--- src/mrh_pkg.sv ---
// Package for the monotone radix heap: sizes, opcodes, status codes, state and command types.
// No dependencies.
`default_nettype none
package mrh_pkg;
	localparam int NODES    = 256;
	localparam int KEY_BITS = 32;
	localparam int BUCKETS  = 33;
	localparam int ID_W     = $clog2(NODES);
	localparam int BKT_W    = $clog2(BUCKETS);

	typedef logic [ID_W-1:0]     id_t;
	typedef logic [KEY_BITS-1:0] key_t;
	typedef logic [BKT_W-1:0]    bkt_t;

	typedef enum logic [1:0] {
		OP_INSERT = 2'd0,
		OP_PEEK   = 2'd1,
		OP_REMOVE = 2'd2,
		OP_DECR   = 2'd3
	} op_t;

	typedef enum logic [1:0] {
		ST_OK       = 2'd0,
		ST_EMPTY    = 2'd1,
		ST_KEY_LOW  = 2'd2,
		ST_CONFLICT = 2'd3
	} status_t;

	typedef enum logic [1:0] {
		PH_LOW, PH_BEST, PH_REBKT
	} phase_t;

	typedef enum logic [3:0] {
		S_IDLE, S_CHECK, S_SCAN_LOW, S_LOW_END, S_LOW_DEC, S_SCAN_BEST, S_BEST_END,
		S_SET_MIN, S_REBKT_RD, S_REBKT_WR, S_TAKE, S_OUT
	} state_t;

	typedef struct packed {
		logic    load_item;
		logic    ptr_clr;
		logic    ptr_inc;
		logic    use_id;
		logic    rd_issue;
		phase_t  phase;
		logic    write_node;
		logic    set_last_min;
		logic    take_min;
		logic    res_load;
		status_t res_status;
	} mrh_cmd_t;

	typedef struct packed {
		op_t  op;
		logic id_present;
		logic key_low;
		logic ptr_last;
		logic low_zero;
		logic heap_nonempty;
	} mrh_sts_t;

	function automatic bkt_t bucket_of(input key_t k, input key_t lm);
		key_t d;
		bkt_t p;
		d = k ^ lm;
		p = '0;
		for (int i = 0; i < KEY_BITS; i++)
			if (d[i]) p = bkt_t'(i + 1);
		if (p > bkt_t'(BUCKETS - 1)) p = bkt_t'(BUCKETS - 1);
		return p;
	endfunction
endpackage
`default_nettype wire

--- src/mrh_ctrl.sv ---
// Controller state machine sequencing checks, scans and the re-bucket pass over the node RAMs.
// Depends on mrh_pkg.
`default_nettype none
module mrh_ctrl (
	input  wire logic              clk,
	input  wire logic              arst_n,
	input  wire logic              in_valid,
	output logic                   in_ready,
	output logic                   out_valid,
	input  wire logic              out_ready,
	input  wire mrh_pkg::mrh_sts_t sts,
	output mrh_pkg::mrh_cmd_t      cmd
);
	import mrh_pkg::*;
	state_t state_q, state_d;

	always_ff @(posedge clk or negedge arst_n) begin
		if (!arst_n) state_q <= S_IDLE;
		else state_q <= state_d;
	end

	always_comb begin
		state_d        = state_q;
		cmd            = '0;
		cmd.phase      = PH_LOW;
		cmd.res_status = ST_OK;
		in_ready       = 1'b0;
		out_valid      = 1'b0;
		unique case (state_q)
			S_IDLE: begin
				in_ready = 1'b1;
				if (in_valid) begin
					cmd.load_item = 1'b1;
					state_d       = S_CHECK;
				end
			end
			S_CHECK: begin
				if (sts.op == OP_INSERT || sts.op == OP_DECR) begin
					cmd.res_load = 1'b1;
					state_d      = S_OUT;
					if ((sts.op == OP_INSERT && sts.id_present) ||
						(sts.op == OP_DECR && !sts.id_present))
						cmd.res_status = ST_CONFLICT;
					else if (sts.key_low)
						cmd.res_status = ST_KEY_LOW;
					else begin
						cmd.use_id     = 1'b1;
						cmd.write_node = 1'b1;
					end
				end else if (!sts.heap_nonempty) begin
					cmd.res_load   = 1'b1;
					cmd.res_status = ST_EMPTY;
					state_d        = S_OUT;
				end else begin
					cmd.ptr_clr = 1'b1;
					state_d     = S_SCAN_LOW;
				end
			end
			S_SCAN_LOW: begin
				cmd.rd_issue = 1'b1;
				cmd.phase    = PH_LOW;
				cmd.ptr_inc  = 1'b1;
				if (sts.ptr_last) state_d = S_LOW_END;
			end
			S_LOW_END: state_d = S_LOW_DEC;
			S_LOW_DEC: begin
				if (sts.low_zero) state_d = S_TAKE;
				else begin
					cmd.ptr_clr = 1'b1;
					state_d     = S_SCAN_BEST;
				end
			end
			S_SCAN_BEST: begin
				cmd.rd_issue = 1'b1;
				cmd.phase    = PH_BEST;
				cmd.ptr_inc  = 1'b1;
				if (sts.ptr_last) state_d = S_BEST_END;
			end
			S_BEST_END: state_d = S_SET_MIN;
			S_SET_MIN: begin
				cmd.set_last_min = 1'b1;
				cmd.ptr_clr      = 1'b1;
				state_d          = S_REBKT_RD;
			end
			S_REBKT_RD: begin
				cmd.rd_issue = 1'b1;
				cmd.phase    = PH_REBKT;
				state_d      = S_REBKT_WR;
			end
			S_REBKT_WR: begin
				if (sts.ptr_last) state_d = S_TAKE;
				else begin
					cmd.ptr_inc = 1'b1;
					state_d     = S_REBKT_RD;
				end
			end
			S_TAKE: begin
				cmd.take_min   = 1'b1;
				cmd.res_load   = 1'b1;
				cmd.res_status = ST_OK;
				state_d        = S_OUT;
			end
			S_OUT: begin
				out_valid = 1'b1;
				if (out_ready) state_d = S_IDLE;
			end
			default: state_d = S_IDLE;
		endcase
	end
endmodule
`default_nettype wire

--- config.mk ---
export PLATFORM = sky130hd
export DESIGN_NAME = mrh_ctrl
export DESIGN_NICKNAME = d
export VERILOG_FILES = /design/src/mrh_pkg.sv /design/src/mrh_ctrl.sv
export SDC_FILE = /design/constraint.sdc
export NUM_CORES = 1
export LEC_CHECK = 0
export ABC_AREA = 1
export BUFFER_PORTS_ARGS = -buffer_cell sky130_fd_sc_hd__buf_4
export CORE_AREA = 4 4 41 43
export DETAILED_ROUTE_END_ITERATION = 16
export DIE_AREA = 0 0 45 47
export PLACE_DENSITY = 0.81
export SLEW_MARGIN = 40
export SYNTH_ARGS = -nofsm -noshare
export SYNTH_HDL_FRONTEND = slang
export SYNTH_SLANG_ARGS = --single-unit
--- constraint.sdc ---
create_clock -name clk -period 2.66 [get_ports clk]
set_input_delay 0.665 -clock clk [delete_from_list [all_inputs] [get_ports clk]]
set_output_delay 0.665 -clock clk [all_outputs]
set_load 0.1 [all_outputs]
* Word-level counts from Yosys, hierarchy flattened
Index checks and enable logic that the tools add are counted.
** Operators by class
- Eq/ne operators :: 16
- Multiplexer cells :: 31
- Reduce and logical (&&, ||, !) cells :: 9
** Operators by type and width (number)
- case mux 4 bit (12 select lines) :: 1
- two-way mux 4 bit :: 7
- equality test 4 x 3 -> 1 bit (second input constant) :: 4
- equality test 4 bit (second input constant) :: 4
- two-way mux 1 bit :: 14
- case mux 3 bit (3 select lines) :: 1
- equality test 4 x 2 -> 1 bit (second input constant) :: 2
- inequality test 2 bit (second input constant) :: 4
- two-way mux 2 bit :: 3
- two-way mux 3 bit :: 2
- case mux 3 bit (2 select lines) :: 1
- equality test 4 x 1 -> 1 bit (second input constant) :: 1
- logical NOT 4 bit :: 1
- AND reduction 4 bit :: 1
- case mux 1 bit (3 select lines) :: 1
- equality test 2 bit (second input constant) :: 1
- logical AND 1 bit :: 2
- logical NOT 2 bit :: 1
- logical OR 1 bit :: 2
- case mux 1 bit (2 select lines) :: 1
- OR reduction 2 bit :: 1
- logical NOT 1 bit :: 1
** Word-level totals
- Register bits :: 4
- Input port bits :: 11
- Output and inout port bits :: 15
- Logic and storage cells :: 57

* Logic depth before layout (Yosys ltp)
Gate-level depths: netlist of run 1.
- Word-level depth :: 6
- Gate-level depth with buffers :: 9

* Worst setup path before layout of run 1
Ideal clock, no wire load.
- Kind :: in2out
- From :: input sts[5] (netlist name)
- To :: output cmd[9] (netlist name)
- Arrival time :: 3.918 ns
- Setup slack :: -1.923 ns
- Stages on the path :: 7
- Path buffers :: 1
- Path through :: inv_1 -> ha_1 -> nand2_1 -> o21ai_0 -> or2_2 -> nor3_1 -> buf_4
** RTL lines
- start: declaration :: RTL line mrh_ctrl.sv:11 : input wire mrh_pkg::mrh_sts_t sts,
- end: declaration :: RTL line mrh_ctrl.sv:12 : output mrh_pkg::mrh_cmd_t cmd

==> results of run 1 <==
## critical path: stages
cell,delay [ns]
sky130_fd_sc_hd__buf_4,0.14
sky130_fd_sc_hd__inv_12,0.03
sky130_fd_sc_hd__ha_4,0.14
sky130_fd_sc_hd__nand2_1,0.05
sky130_fd_sc_hd__o21ai_1,0.07
sky130_fd_sc_hd__or2_4,0.26
sky130_fd_sc_hd__nor3_4,0.18
sky130_fd_sc_hd__buf_4,0.31
## area by class of cell
type,instances,area [µm²],share of cell area [%]
Inverter,20,92.59,10.90
Sequential cell,4,100.1,11.78
Clock buffer,3,22.52,2.651
Timing Repair Buffer,25,187.7,22.09
Tap cell,15,18.77,2.209
Multi-Input combinational cell,70,427.9,50.37
## cell usage after synthesis
library cell and n:
sky130_fd_sc_hd__o221ai_1 1, sky130_fd_sc_hd__nand4_1 1, sky130_fd_sc_hd__nor3b_1 1, sky130_fd_sc_hd__or2_2 1
sky130_fd_sc_hd__o21ai_0 1, sky130_fd_sc_hd__inv_2 7, sky130_fd_sc_hd__o21ai_1 3, sky130_fd_sc_hd__nor3_1 2
sky130_fd_sc_hd__nand3_1 3, sky130_fd_sc_hd__nor2_4 2, sky130_fd_sc_hd__inv_1 12, sky130_fd_sc_hd__nand2_1 28
sky130_fd_sc_hd__nor2_2 4, sky130_fd_sc_hd__nand2_2 5, sky130_fd_sc_hd__dfrtp_1 4, sky130_fd_sc_hd__buf_4 1
sky130_fd_sc_hd__nand3_2 2, sky130_fd_sc_hd__a21oi_1 1, sky130_fd_sc_hd__clkinv_1 1, sky130_fd_sc_hd__ha_1 2
sky130_fd_sc_hd__nor2_1 12, sky130_fd_sc_hd__o211ai_1 1
## kinds of logic (layout without fill, tap and decap cells)
| logic type | count (synthesis) | count (layout) |
|---|---|---|
| buf+inv | 21 | 48 |
| simple gates | 61 | 61 |
| compound gates | 7 | 7 |
| flops | 4 | 4 |
| fa+ha+maj | 2 | 2 |
## through the flow
| stage | hold slack [ns] | std cells |
|---|---|---|
| after floorplan | 0.3694 | 95 |
| after detailed placement | 0.4632 | 134 |
| after CTS | 0.2149 | 137 |
| after global routing | 0.2107 | 137 |
| final | 0.2137 | 137 |
| after global placement | 0.4592 | 134 |
## final timing paths
kind                                 start          to  slack, ns  cells past startpoint
max in group asynchronous           arst_n  state_q[0]       2.35                      1
worst max-delay path                sts[6]      cmd[5]       0.13                      8
min in group clk                state_q[1]  state_q[1]       0.64                      2
worst min-delay path                arst_n  state_q[3]       0.21                      1
worst min register to register  state_q[1]  state_q[1]       0.64                      2
worst max register to register  state_q[3]  state_q[1]       1.33                      7
## per-layer routing
metal | vias to the layer above | GRT usage [%] | share of wire [%]
li1 | 341 | - | -
met1 | 296 | 19.08 | 42
met2 | 27 | 29.66 | 50
met3 | 2 | 3.448 | 6.7
met4 | 0 | 5.263 | 1.3
met5 | - | 0 | 0
==> flow_summary.yaml, run 1 <==
placement:
  port-buffer-count: 25
  dp_worst_setup_slack_ns: 0.1242
  dpl-instance-area_um2: 827.0
  place_hpwl_mm: 1.324
  place.gp.congestion: 0.8797
timing:
  worst-slew-pin-transition_ns: 0.2841
  fin_skew_ns: 0.002804
  timing.fmax_ghz: 0.3960
  finalSetupViolCount: 0
  min_period_ns: 2.525
  hold_viol: 0
  period_utilization_pct: 94.94
  finalSetupTns_ns: 0
  slew_viol_final: 0
  timing.slew.headroom_pct: 81.04
  worst_slack_ns: 0.1347
  rsz0062_at_grt: "no"
logic_synthesis:
  syn_area_per_cell_um2: 5.716
  synth.area.mux_share_pct: 0
  count_of_cell_types_in_the_netlist: 22
  post_synth_main_area_contributors: "sky130_fd_sc_hd__nand2_1 (19%), sky130_fd_sc_hd__dfrtp_1 (18%), sky130_fd_sc_hd__inv_1 (8.3%), sky130_fd_sc_hd__nor2_1 (8.3%), sky130_fd_sc_hd__nand2_2 (5.8%)"
  synthesis.instances: 95
  combinational_family_with_the_most_area_after_synthesis: "simple AND/OR/NAND/NOR gates"
  synth.yosys.warnings: 0
  yosysTopAreaCellShare_pct: 19.35
  synth.ff_latch_count: 4
  synth_compound_area_share_pct: 7.604
  synth.cell_area_um2: 543.0
  synth_simple_gate_area_share_pct: 54.15
  synth-adder-area-share_pct: 4.608
  syn_nets: 108
  yosys.area_share.xor_xnor_pct: 0
  synth_top_cell_by_area: "sky130_fd_sc_hd__nand2_1"
  synth-seq-area-share_pct: 18.43
layout:
  area.growth.synth_to_final_pct: 56.45
  regs_by_ff_count: "state_q (4)"
  postLayoutCoreUtil_pct: 65.29
  final_area_um2: 849.6
  largest_reg_flops: 4
  most_frequent_cells_in_the_layout: "sky130_fd_sc_hd__nand2_1 (28), sky130_fd_sc_hd__buf_4 (25), sky130_fd_sc_hd__nor2_1 (10), sky130_fd_sc_hd__inv_1 (10), sky130_fd_sc_hd__inv_2 (7)"
  drive_gt1_share_pct: 50.00
  nNetsFinal: 137
  layout_commonest_cell: "sky130_fd_sc_hd__nand2_1"
  filler_cell_count: 132
  top_register: "state_q"
  antenna-diode-count: 0
setup_path:
  worst-setup-path-type: "input pin to output pin"
  crit_required_ns: 2.00
  cp_data_arrival_time_ns: 1.86
  worst_setup_path_start_kind: "input pin"
  crit_path_max_fanout: 2
  worst_setup_path_end_kind: "output pin"
clock_network:
  h_tree_level_count: 1
  post_cts_hold_buffer_count: 0
  cts_resized: 0
  post-cts-setup-buffer-count: 0
  clock_insertion_delay_worst_skew_ns: 0.24
  clkTransAtPathRegs_ns: 0.04
  tritoncts.num_buffers: 3
  ctsRootBufferMaster: "sky130_fd_sc_hd__clkbuf_4"
  cts_tree: "done"
  clock_tree.buffer_depth: 2
  numClockSinks: 4
die:
  io_pins: 26
  die_area_um2: 2115
  core_area_um2: 1301
  start_util_pct: 41.73
  dieHeight_um: 47
  die_width_um: 45
  placementRows: 13
route:
  detailedRoute.firstIterationViolations: 7
  drc_errors: 0
  route.vias.total: 666
  postRouteWirelength_mm: 1.495
  final_antenna_net_count: 0
  drt_pass1_iterations: 4
  drt-vias-per-instance: 4.861
  drt-wirelength-per-cell_um: 10.91
global_route:
  grt_antenna_before_repair: 0
  maximum_number_of_pins_on_one_net_before_global_route_repair: 7
  global_route.overflow_total: 0
  grt_pass1_wl_mm: 2.546
  track_usage_pct: 16.34
  grt_pass1_vias: 624
run:
  max_cap_violations: 0
run_status:
  outcome: "finished, final reports clean"
hold_path:
  worst_hold_path_type: "input pin to asynchronous set/reset pin"
Power of run 1 is left out: the tool's default activity adds up to more than one toggle a clock period on the data nets, which glitch-free logic cannot reach.
==> inputs of run 2 (changes only) <==
- PLACE_DENSITY: 0.81 -> 0.71
==> run 2 against run 1 <==
Compared with the run above: global-route usage fell by 0.98 points; first-iteration DRC count is 14% higher; final cell count stayed put; critical endpoint unchanged; highest routed layer is now met3.
==> flow_summary.yaml, run 2 (synthesis gave the netlist of run 1 again) <==
route:
  met2_routed_wirelength_um: 690
  drt_pass1_iterations: 4
  postRouteWirelength_mm: 1.415
  drt-wirelength-per-cell_um: 10.33
  drt-vias-per-instance: 4.803
  final_antenna_net_count: 0
  drc_errors: 0
  routed-wl-met3_um: 100
  top_layer: "met3"
  route.layer.met1.wl_um: 623
  route.vias.total: 658
  detailedRoute.firstIterationViolations: 8
setup_path:
  worst_setup_path_end_kind: "output pin"
  crit_required_ns: 2.00
  cp_data_arrival_time_ns: 1.87
  crit_path_max_fanout: 2
  worst-setup-path-type: "input pin to output pin"
  worst_setup_path_start_kind: "input pin"
die:
  dieHeight_um: 47
  placementRows: 13
  core_area_um2: 1301
  start_util_pct: 41.73
  io_pins: 26
  die_area_um2: 2115
  die_width_um: 45
placement:
  port-buffer-count: 25
  place.gp.congestion: 0.8614
  place_hpwl_mm: 1.261
clock_network:
  cts_resized: 0
  cts_tree: "done"
  post-cts-setup-buffer-count: 0
  h_tree_level_count: 1
  clock_tree.buffer_depth: 2
  tritoncts.num_buffers: 3
  ctsRootBufferMaster: "sky130_fd_sc_hd__clkbuf_4"
  clock_insertion_delay_worst_skew_ns: 0.23
  post_cts_hold_buffer_count: 0
  clkTransAtPathRegs_ns: 0.04
  numClockSinks: 4
timing:
  timing.fmax_ghz: 0.3950
  finalSetupViolCount: 0
  slew_viol_final: 0
  timing.slew.headroom_pct: 81.45
  period_utilization_pct: 95.17
  min_period_ns: 2.532
  rsz0062_at_grt: "no"
  fin_skew_ns: 0.004620
  worst-slew-pin-transition_ns: 0.2780
  hold_viol: 0
layout:
  top_register: "state_q"
  area.growth.synth_to_final_pct: 56.45
  nNetsFinal: 137
  drive_gt1_share_pct: 50.00
  antenna-diode-count: 0
  postLayoutCoreUtil_pct: 65.29
  most_frequent_cells_in_the_layout: "sky130_fd_sc_hd__nand2_1 (28), sky130_fd_sc_hd__buf_4 (25), sky130_fd_sc_hd__nor2_1 (10), sky130_fd_sc_hd__inv_1 (10), sky130_fd_sc_hd__inv_2 (7)"
  layout_commonest_cell: "sky130_fd_sc_hd__nand2_1"
  largest_reg_flops: 4
  regs_by_ff_count: "state_q (4)"
run:
  max_cap_violations: 0
global_route:
  track_usage_pct: 15.36
  global_route.overflow_total: 0
  grt_antenna_before_repair: 0
  maximum_number_of_pins_on_one_net_before_global_route_repair: 7
  grt_pass1_vias: 558
  grt_pass1_wl_mm: 2.352
run_status:
  outcome: "finished, final reports clean"
hold_path:
  worst_hold_path_type: "input pin to asynchronous set/reset pin"
-- run 2: worst max-delay path, stage by stage --
cell and delay (ns):
sky130_fd_sc_hd__buf_4 0.14, sky130_fd_sc_hd__inv_12 0.03, sky130_fd_sc_hd__ha_4 0.14, sky130_fd_sc_hd__nand2_1 0.05, sky130_fd_sc_hd__o21ai_1 0.07, sky130_fd_sc_hd__or2_4 0.26
sky130_fd_sc_hd__nor3_4 0.19, sky130_fd_sc_hd__buf_4 0.31
-- run 2: cell type report --
cell class	count	area, µm²
multi-input cells	70	427.9
well taps	15	18.77
flip-flops and latches	4	100.1
clock buffers	3	22.52
fillers	136	451.7
repair buffers	25	187.7
inverters	20	92.59
-- run 2: worst paths after layout --
| check | startpoint | to | slack, ns | cells after the start |
|---|---|---|---|---|
| worst max-delay path | sts[6] | cmd[5] | 0.13 | 8 |
| min in group clk | state_q[0] | state_q[0] | 0.64 | 2 |
| worst max register to register | state_q[3] | state_q[1] | 1.35 | 7 |
| worst min register to register | state_q[0] | state_q[0] | 0.64 | 2 |
| max in group asynchronous | arst_n | state_q[0] | 2.34 | 1 |
| worst min-delay path | arst_n | state_q[3] | 0.22 | 1 |
-- run 2: routing by layer --
metal  vias to the layer above  GRT usage [%]
met5                         -              0
met4                         0          3.509
li1                        342              -
met1                       293          18.31
met2                        23          25.42
met3                         0          6.897
-- run 2: stage by stage --
stage / hold WS (ns) / cells / setup WS, ns / TNS [ns] / area [µm²]
after floorplan: 0.3694 / 95 / -0.4469 / -0.7638 / 628.1
after global placement: 0.4600 / 134 / 0.1465 / 0 / 827.0
after detailed placement: 0.4619 / 134 / 0.1246 / 0 / 827.0
after CTS: 0.2094 / 137 / 0.1234 / 0 / 849.6
after global routing: 0.2029 / 137 / 0.03339 / 0 / 849.6
final: 0.2160 / 137 / 0.1284 / 0 / 849.6
Power of run 2 is left out for the same reason.
